File: src/hdl/lpfd_pkg.sv
// ----------------------------------------------------------------------------
// Length-prefixed frame deframer package
// Types, codes and constants shared by the deframer modules.
// ----------------------------------------------------------------------------
package lpfd_pkg;

    localparam int LPFD_BUFFER_BYTES = 256;
    // Positions are eight bits wide, so a frame total must stay below this.
    localparam int LPFD_POS_LIMIT    = 256;

    localparam logic [7:0] LPFD_TYPE_A     = 8'h01;
    localparam logic [7:0] LPFD_TYPE_B     = 8'h02;
    localparam logic [7:0] LPFD_LEN_ESCAPE = 8'd255;

    // Byte counts (position plus one) of the header bytes.
    localparam logic [8:0] LPFD_CNT_TYPE    = 9'd1;
    localparam logic [8:0] LPFD_CNT_LEN     = 9'd2;
    localparam logic [8:0] LPFD_CNT_EXT_LOW = 9'd3;
    localparam logic [8:0] LPFD_CNT_FIX     = 9'd4;

    localparam int LPFD_TDATA_W = 32;

    typedef enum logic [1:0] {
        TMO_NONE  = 2'd0,
        TMO_ARM   = 2'd1,
        TMO_CLEAR = 2'd2
    } lpfd_tmo_t;

    typedef struct packed {
        logic       write_buffer;
        logic [7:0] write_index;
        logic [7:0] write_data;
        logic       frame_done;
        logic       ready_slot;
        logic [7:0] payload_len;
        logic       extended_len;
        lpfd_tmo_t  timeout_action;
        logic       stop_receiver;
    } lpfd_result_t;

endpackage

File: src/hdl/lpfd_in_stage.sv
// ----------------------------------------------------------------------------
// Deframer input stage
// Registers one received word and holds it until the parser takes it.
// ----------------------------------------------------------------------------
module lpfd_in_stage
    import lpfd_pkg::*;
(
    input  logic       clk,
    input  logic       rst_n,
    input  logic       in_valid,
    output logic       in_ready,
    input  logic [7:0] in_byte,
    output logic       hold_valid,
    input  logic       hold_ready,
    output logic [7:0] hold_byte
);

    logic       valid_reg;
    logic       valid_next;
    logic [7:0] byte_reg;

    // The register refills in the same cycle that the parser drains it.
    assign in_ready   = !valid_reg || hold_ready;
    assign valid_next = in_ready ? in_valid : valid_reg;

    always_ff @(posedge clk or negedge rst_n)
    begin
        if (!rst_n)
        begin
            valid_reg <= 1'b0;
        end
        else
        begin
            valid_reg <= valid_next;
        end
    end

    always_ff @(posedge clk)
    begin
        if (in_ready && in_valid)
        begin
            byte_reg <= in_byte;
        end
    end

    assign hold_valid = valid_reg;
    assign hold_byte  = byte_reg;

endmodule

File: src/hdl/lpfd_frame_parser.sv
// ----------------------------------------------------------------------------
// Deframer frame parser
// Tracks the frame header and position, and registers one result per word.
// ----------------------------------------------------------------------------
module lpfd_frame_parser
    import lpfd_pkg::*;
#(
    parameter int BUFFER_BYTES = LPFD_BUFFER_BYTES
)
(
    input  logic         clk,
    input  logic         rst_n,
    input  logic         uart_mode,
    input  logic         in_valid,
    output logic         in_ready,
    input  logic [7:0]   in_byte,
    output logic         res_valid,
    input  logic         res_ready,
    output lpfd_result_t res
);

    localparam int TOTAL_LIMIT = (BUFFER_BYTES < LPFD_POS_LIMIT) ? BUFFER_BYTES
                                                                  : LPFD_POS_LIMIT;

    logic         active_buffer_reg;
    logic         active_buffer_next;
    logic [7:0]   byte_position_reg;
    logic [7:0]   byte_position_next;
    logic [8:0]   frame_total_reg;
    logic [8:0]   frame_total_next;
    logic [7:0]   length_byte_reg;
    logic [7:0]   length_byte_next;
    logic [7:0]   ext_length_low_reg;
    logic [7:0]   ext_length_low_next;
    logic         out_valid_reg;
    lpfd_result_t out_reg;
    lpfd_result_t out_next;

    logic         take;
    logic [8:0]   count;
    logic [16:0]  total;
    logic         total_ok;
    logic         is_ext;

    assign in_ready = !out_valid_reg || res_ready;
    assign take     = in_ready && in_valid;
    assign count    = {1'b0, byte_position_reg} + 9'd1;
    assign is_ext   = (length_byte_reg == LPFD_LEN_ESCAPE);
    // Extended length is little-endian: low byte came in at count three.
    assign total    = is_ext ? ({1'b0, in_byte, ext_length_low_reg} + 17'd4)
                             : ({9'd0, length_byte_reg} + 17'd2);
    assign total_ok = (total > 17'd4) && (total < 17'(TOTAL_LIMIT));

    always_comb
    begin
        active_buffer_next  = active_buffer_reg;
        byte_position_next  = count[7:0];
        frame_total_next    = frame_total_reg;
        length_byte_next    = length_byte_reg;
        ext_length_low_next = ext_length_low_reg;

        out_next                = '0;
        out_next.write_buffer   = active_buffer_reg;
        out_next.write_index    = byte_position_reg;
        out_next.write_data     = in_byte;
        out_next.timeout_action = TMO_NONE;

        if (count == LPFD_CNT_TYPE)
        begin
            if (in_byte != LPFD_TYPE_A && in_byte != LPFD_TYPE_B)
            begin
                byte_position_next = '0;
            end
            else
            begin
                out_next.timeout_action = TMO_ARM;
            end
        end
        else if (count == LPFD_CNT_LEN)
        begin
            length_byte_next = in_byte;
        end
        else if (count == LPFD_CNT_EXT_LOW)
        begin
            ext_length_low_next = in_byte;
        end
        else if (count == LPFD_CNT_FIX)
        begin
            if (total_ok)
            begin
                frame_total_next = total[8:0];
            end
            else
            begin
                byte_position_next = '0;
            end
        end
        else if (count == frame_total_reg)
        begin
            out_next.frame_done     = 1'b1;
            out_next.ready_slot     = active_buffer_reg;
            out_next.extended_len   = is_ext;
            out_next.payload_len    = is_ext ? 8'(frame_total_reg - 9'd4)
                                             : 8'(frame_total_reg - 9'd2);
            out_next.timeout_action = TMO_CLEAR;
            out_next.stop_receiver  = uart_mode;
            byte_position_next      = '0;
            active_buffer_next      = !active_buffer_reg;
        end
    end

    always_ff @(posedge clk or negedge rst_n)
    begin
        if (!rst_n)
        begin
            active_buffer_reg  <= 1'b0;
            byte_position_reg  <= '0;
            frame_total_reg    <= '0;
            length_byte_reg    <= '0;
            ext_length_low_reg <= '0;
            out_valid_reg      <= 1'b0;
        end
        else
        begin
            if (take)
            begin
                active_buffer_reg  <= active_buffer_next;
                byte_position_reg  <= byte_position_next;
                frame_total_reg    <= frame_total_next;
                length_byte_reg    <= length_byte_next;
                ext_length_low_reg <= ext_length_low_next;
            end
            if (in_ready)
            begin
                out_valid_reg <= in_valid;
            end
        end
    end

    always_ff @(posedge clk)
    begin
        if (take)
        begin
            out_reg <= out_next;
        end
    end

    assign res_valid = out_valid_reg;
    assign res       = out_reg;

endmodule

File: src/hdl/length_prefixed_frame_deframer_core.sv
// ----------------------------------------------------------------------------
// Length-prefixed frame deframer core
// Places received words into two ping-pong frame buffers and reports
// frame completion, payload length and receive timeout actions.
//
// Channel  Dir  Payload
// s_axis   in   tdata[7:0] rx_byte
// m_axis   out  tdata write_index..stop_receiver, tuser write_buffer,
//               tlast frame_done
// cfg      in   cfg_wdata uart_mode
//
// One word in and one result out per clock while m_axis accepts results; the result
// reaches m_axis through two register stages (input, result) after input acceptance.
// The header parse and position counter settle within the parser stage, which sets the rate.
// Reset clears the position, buffer select and header bytes; uart_mode resets to 1.
// A stall on m_axis holds the result; one more word waits in the input register.
// ----------------------------------------------------------------------------
module length_prefixed_frame_deframer_core
    import lpfd_pkg::*;
#(
    parameter int BUFFER_BYTES = LPFD_BUFFER_BYTES
)
(
    input  logic                    clk,
    input  logic                    rst_n,
    input  logic                    s_tvalid,
    output logic                    s_tready,
    input  logic [7:0]              s_tdata,   // [7:0] rx_byte
    output logic                    m_tvalid,
    input  logic                    m_tready,
    // [7:0] write_index, [15:8] write_data, [16] ready_slot, [24:17] payload_len,
    // [25] extended_len, [27:26] timeout_action, [28] stop_receiver, rest zero
    output logic [LPFD_TDATA_W-1:0] m_tdata,
    output logic                    m_tuser,   // [0] write_buffer
    output logic                    m_tlast,   // frame_done
    input  logic                    cfg_we,
    input  logic                    cfg_wdata  // [0] uart_mode
);

    logic         uart_mode_reg;
    logic         hold_valid;
    logic         hold_ready;
    logic [7:0]   hold_byte;
    lpfd_result_t res;

    always_ff @(posedge clk or negedge rst_n)
    begin
        if (!rst_n)
        begin
            uart_mode_reg <= 1'b1;
        end
        else if (cfg_we)
        begin
            uart_mode_reg <= cfg_wdata;
        end
    end

    lpfd_in_stage u_in_stage (
        .clk        (clk),
        .rst_n      (rst_n),
        .in_valid   (s_tvalid),
        .in_ready   (s_tready),
        .in_byte    (s_tdata),
        .hold_valid (hold_valid),
        .hold_ready (hold_ready),
        .hold_byte  (hold_byte)
    );

    lpfd_frame_parser #(
        .BUFFER_BYTES (BUFFER_BYTES)
    ) u_parser (
        .clk       (clk),
        .rst_n     (rst_n),
        .uart_mode (uart_mode_reg),
        .in_valid  (hold_valid),
        .in_ready  (hold_ready),
        .in_byte   (hold_byte),
        .res_valid (m_tvalid),
        .res_ready (m_tready),
        .res       (res)
    );

    assign m_tdata = {3'd0, res.stop_receiver, res.timeout_action, res.extended_len,
                      res.payload_len, res.ready_slot, res.write_data, res.write_index};
    assign m_tuser = res.write_buffer;
    assign m_tlast = res.frame_done;

endmodule

File: config.mk
export PLATFORM = sky130hd
export DESIGN_NAME = length_prefixed_frame_deframer_core
export DESIGN_NICKNAME = d
export VERILOG_FILES = /design/src/hdl/lpfd_pkg.sv /design/src/hdl/lpfd_in_stage.sv /design/src/hdl/lpfd_frame_parser.sv /design/src/hdl/length_prefixed_frame_deframer_core.sv
export SDC_FILE = /design/constraint.sdc
export NUM_CORES = 1
export LEC_CHECK = 0
export BUFFER_PORTS_ARGS = -buffer_cell sky130_fd_sc_hd__buf_4
export CORE_ASPECT_RATIO = 0.6
export CORE_MARGIN = 2
export CORE_UTILIZATION = 55
export DETAILED_ROUTE_END_ITERATION = 16
export HOLD_SLACK_MARGIN = 0.15
export PLACE_DENSITY_LB_ADDON = 0.15
export REMOVE_ABC_BUFFERS = 1
export SLEW_MARGIN = 20
export SYNTH_ARGS = -nofsm -noshare
export SYNTH_HDL_FRONTEND = slang
export SYNTH_SLANG_ARGS = --single-unit
File: constraint.sdc
create_clock -name clk -period 6.3 [get_ports clk]
set_clock_uncertainty 0.15 [all_clocks]
set_input_delay 1.26 -clock clk [delete_from_list [all_inputs] [get_ports clk]]
set_output_delay 1.26 -clock clk [all_outputs]
set_load 0.02 [all_outputs]
Word level (Yosys, flattened, before mapping):

Index checks and enable logic that the tools add are counted.

* input port bits: 14
* bits in registers: 76
* logic and storage cells: 68
* output and inout port bits: 36

* equality and inequality tests: 8
* $lt $le $gt $ge: 2
* add/subtract/negate cells: 5
* multiplexer cells: 15
* reductions and logical operators: 15
* bitwise gates (word level): 5

Operators with widths (count)
* $mux W8: 8
* $eq A9 B2 Y1 const B: 2
* $add A16 B3 Y17 const B: 1
* $gt A17 B3 Y1 const B: 1
* $lt A17 B9 Y1 const B: 1
* $mux W17: 1
* $mux W14: 1
* $reduce_and A6 Y1: 2
* $add A8 B1 Y9 const B: 1
* $add A8 B2 Y9 const B: 1
* $eq A9 B1 Y1 const B: 1
* $eq A9 B3 Y1 const B: 1
* $eq A9 B9 Y1: 1
* $mux W3: 3
* $eq A8 B8 Y1 const B: 1
* $ne A8 B1 Y1 const B: 1
* $ne A8 B2 Y1 const B: 1
* $sub A8 B2 Y8 const B: 1
* $sub A8 B3 Y8 const B: 1
* $not A1 Y1: 5
* $reduce_or A5 Y1: 1
* $logic_and A1 B1 Y1: 4
* $reduce_and A4 Y1: 1
* $reduce_or A4 Y1: 1
* 5 further kinds: 8

Depth between registers and ports, before layout:

* depth after elaboration: 9
* mapped depth: 11

Modules after synthesis:

A second synthesis with hierarchy kept.

* cells, all modules: 364
* area, all modules: 4023.9 µm²

Modules (own cells, without submodules)
* lpfd_frame_parser: instances 1, area each 3662.3 µm², cells an instance 346
* lpfd_in_stage: instances 1, area each 294.0 µm², cells an instance 12
* length_prefixed_frame_deframer_core: instances 1, area each 67.6 µm², cells an instance 6

Worst setup path before layout:

No wires, ideal clock.

* path type: input to register
* start: input port m_tready
* end: register u_parser.frame_total_reg[1]
* path slack: 3132 ps
* buffers on the path: 1
* stages: 6
* data required time: 6025 ps
* arrival: 2893 ps
* setup time: 125 ps
* cells stage by stage: nand2b_1 nand2_1 inv_1 and3_1 buf_6 mux2_4

* word-level cells in the longest chain between the ends: 3

Ends and longest elaborated chain
* start: declaration: RTL line length_prefixed_frame_deframer_core.sv:30 `input logic m_tready,`
* $logic_or A1 B1 Y1: RTL line lpfd_frame_parser.sv:45 `assign in_ready = !out_valid_reg || res_ready;`
* $logic_and A1 B1 Y1: RTL line lpfd_frame_parser.sv:46 `assign take = in_ready && in_valid;`
* net u_parser.take: RTL line lpfd_frame_parser.sv:39 `logic take;`
* $reduce_and A6 Y1 (no source line)
* end signal: assignment: RTL line lpfd_frame_parser.sv:129 `frame_total_reg <= frame_total_next;`
* end: declaration: RTL line lpfd_frame_parser.sv:29 `logic [8:0] frame_total_reg;`

The timed path passes the listed nets, and every way through them passes these cells.
A chain may end at the register's enable or synchronous reset.

Worst setup path in the final report:

* start: register u_parser.byte_position_reg[0]
* end: register u_parser.out_reg, in the netlist u_parser.res[7], data pin

* word-level cells in the longest chain between the ends: 4
* elaborated cells on any way between the ends: 8

Ends and longest elaborated chain
* start: declaration: RTL line lpfd_frame_parser.sv:27 `logic [7:0] byte_position_reg;`
* start signal: assignment: RTL line lpfd_frame_parser.sv:128 `byte_position_reg <= byte_position_next;`
* $add A8 B1 Y9 (*): RTL line lpfd_frame_parser.sv:47 `assign count = {1'b0, byte_position_reg} + 9'd1;`
* $eq A9 B9 Y1: RTL line lpfd_frame_parser.sv:98 `else if (count == frame_total_reg)`
* $not A1 Y1 (no source line)
* $reduce_or A5 Y1 (no source line) (*)
* end signal: assignment: RTL line lpfd_frame_parser.sv:144 `out_reg <= out_next;`
* end: declaration: RTL line lpfd_frame_parser.sv:36 `lpfd_result_t out_reg;`

Mark *: on every way between the ends. The rest lies on a longest branch, timed or not.

==> flow_summary.ini <==
[critical_path]
critPathKind = register to register
end_kind = register
cp-start-kind = register
critPathRequiredTime_ps = 6300
crit_fanout = 13
worstPathArrival_ps = 3670

[final_layout]
nets = 432
multiInputGateArea_um2 = 1800
largest_reg_flops = 30
antennaDiodeCount = 0
layout_common_cells = buf_4, nand2_1, edfxtp_1
fill_cells = 569
layout.cells.non_filler = 504
final_common_cell = buf_4
drive_gt1_share_pct = 21.3
areaGrowthSynthToFinish_pct = 16.0
register_area_um2 = 2070

[route]
dr.pass1.iters = 5
postRouteAntennaNets = 0
vias_per_cell = 5.93
wire_per_inst_um = 17.1
drtIter0Drc = 233
vias = 2990
drc = 0
wl_um = 8630

[pwr]
p_leak_nw = 1.97
power.switching_w = 0.000446
intPower_w = 0.000992
p_comb_share_pct = 20.1
seq_power_share_pct = 44.5
switching_share_pct = 31.0
power_density_nw_per_um2 = 307
p_total_w = 0.00144
ir_worst_vdd_v = 0.000236
p_clk_share_pct = 35.3

[place]
dp_hpwl_um = 6050
numPortBuffers = 46
dp.cells = 488
place.gp.congestion = 0.842

[global_routing]
antenna_found_initial = 0
track_usage_pct = 23.7
grt_pass1_vias = 2769
grt_pass1_wl_um = 14400
grt_max_degree = 38
overflow = 0

[timing]
slew_headroom_pct = 57.4
tns_ps = 0
finalCritPeriodShare_pct = 58.3
drv_slew = 0
fmax_ghz = 0.272
finalWorstPathRequiredPeriod_ps = 3680
setup_violations = 0
finalHoldViolCount = 0
rsz0062_at_grt = false
worstMarginPinSlew_ps = 636

[cts]
clkSinkCount = 75
insertion_delay_ps = 340
htree_num_levels = 3
cts_root_buf = clkbuf_16
holdBufCountCts = 0
clock_path_buffers = 2
cts_buffers = 9
cts_tree = built
post_cts_buffers = 0
cts_resized = 0
clk_pin_slew_worst_paths_ps = 60

[outcome]
status = completed

[synth]
yosys_warnings = 0
synth_edf_count = 38
synthArstFlopShare_pct = 49.3
syn_area_um2 = 4030
ys_ff_latch = 75
synth-seq-area-share_pct = 51.3
synth_ff_type = edfxtp_1
ys_types = 63
syn_avg_cell_area_um2 = 11.0
synthesis.instances = 368

[floorplanning]
die_y_um = 70.3
start_util_pct = 56.2
die_w_um = 115
dieArea_um2 = 8060
num_rows = 24
boundaryPins = 50
coreArea_um2 = 7180

[hold_path]
hp-class = register to register

[flow_run]
drv_cap = 0
==> critical path: stages (launching register included) <==
cell and delay (ps):
dfrtp_1 610, ha_1 570, nand3_1 360, o21ai_0 290
nand4_1 130, nor4_1 400, nand4b_1 590, a211oi_1 380
==> cell families (layout without fill, tap and decap cells) <==
| kind of cell | after synthesis | after routing | share of synthesized area [%] |
|---|---|---|---|
| other | 1 | 3 | 0.0930 |
| and+or+nand+nor | 137 | 137 | 17.5 |
| adders and majority gates | 10 | 10 | 3.10 |
| DFF | 75 | 75 | 51.3 |
| xor gates and xnor gates | 24 | 24 | 5.21 |
| buffers and inverters | 34 | 77 | 4.31 |
| muxes | 22 | 22 | 6.76 |
| AOI/OAI and AO/OA | 65 | 65 | 11.7 |
==> power groups by stage <==
| stage | Combinational, W | Sequential [W] | Clock [W] |
|---|---|---|---|
| final | 0.000289 | 0.000640 | 0.000508 |
| after global routing | 0.000320 | 0.000646 | 0.000538 |
| after CTS | 0.000287 | 0.000637 | 0.000519 |
| after detailed placement | 0.000285 | 0.000646 | 0 |
| after global placement | 0.000276 | 0.000644 | 0 |
| after floorplan | 0.000181 | 0.000648 | 0 |
==> final timing paths <==
check	from	to	slack [ps]	cells after the start
max in group asynchronous	rst_n	u_parser.byte_position_reg[7]	4910	1
worst max register to register	u_parser.byte_position_reg[0]	u_parser.res[7]	2620	7
worst min register to register	u_parser.active_buffer_reg	u_parser.res[30]	300	0
worst max-delay path	u_parser.byte_position_reg[0]	u_parser.res[7]	2620	7
worst min-delay path	u_parser.active_buffer_reg	u_parser.res[30]	300	0
min in group asynchronous	rst_n	u_parser.active_buffer_reg	730	1
==> synth_stat cells, types with 6 or more instances <==
cell type / n / area [um^2]
nand2_1: 39 / 146
ha_1: 10 / 125
nor3_1: 8 / 40.0
nor4_1: 6 / 37.5
a21oi_1: 11 / 55.1
xor2_1: 9 / 78.8
nand3_1: 20 / 100
mux2_1: 8 / 90.1
mux2_2: 6 / 67.6
dfrtp_1: 36 / 901
o21ai_0: 17 / 85.1
inv_1: 14 / 52.6
or3_1: 6 / 37.5
clkbuf_1: 8 / 30.0
nor2_1: 21 / 78.8
mux2_4: 7 / 105
xnor2_1: 15 / 131
and3_1: 6 / 37.5
nand2b_1: 7 / 43.8
edfxtp_1: 38 / 1140
==> layout make-up <==
class / count / area share, %
clock buffers: 9 / 4.81
clock inverters: 7 / 1.47
inverters: 14 / 1.12
multi-input cells: 261 / 38.4
flip-flops and latches: 75 / 44.2
well taps: 91 / 2.43
repair buffers: 47 / 7.54
==> through the flow <==
| step | utilization [%] | cell area [um^2] | hold WS (ps) | worst slack, ps |
|---|---|---|---|---|
| after CTS | 65.2 | 4680 | 300 | 2630 |
| final | 65.2 | 4680 | 302 | 2620 |
| after floorplan | - | 3920 | 275 | 2810 |
| after global placement | 61.1 | 4390 | 280 | 2590 |
| after global routing | 65.2 | 4680 | 305 | 2300 |
| after detailed placement | 61.1 | 4390 | 284 | 2660 |
==> metal layers <==
metal / part of all wire (%) / GRT usage (%) / vias to the layer above / wire, um
met3: 7.5 / 8.59 / 9 / 649
met4: 0.95 / 6.10 / 0 / 82
li1: - / - / 1414 / -
met1: 50 / 35.3 / 1446 / 4320
met5: 0 / 0 / - / 0
met2: 41 / 32.6 / 121 / 3570
(Power assumes the default switching activity.)
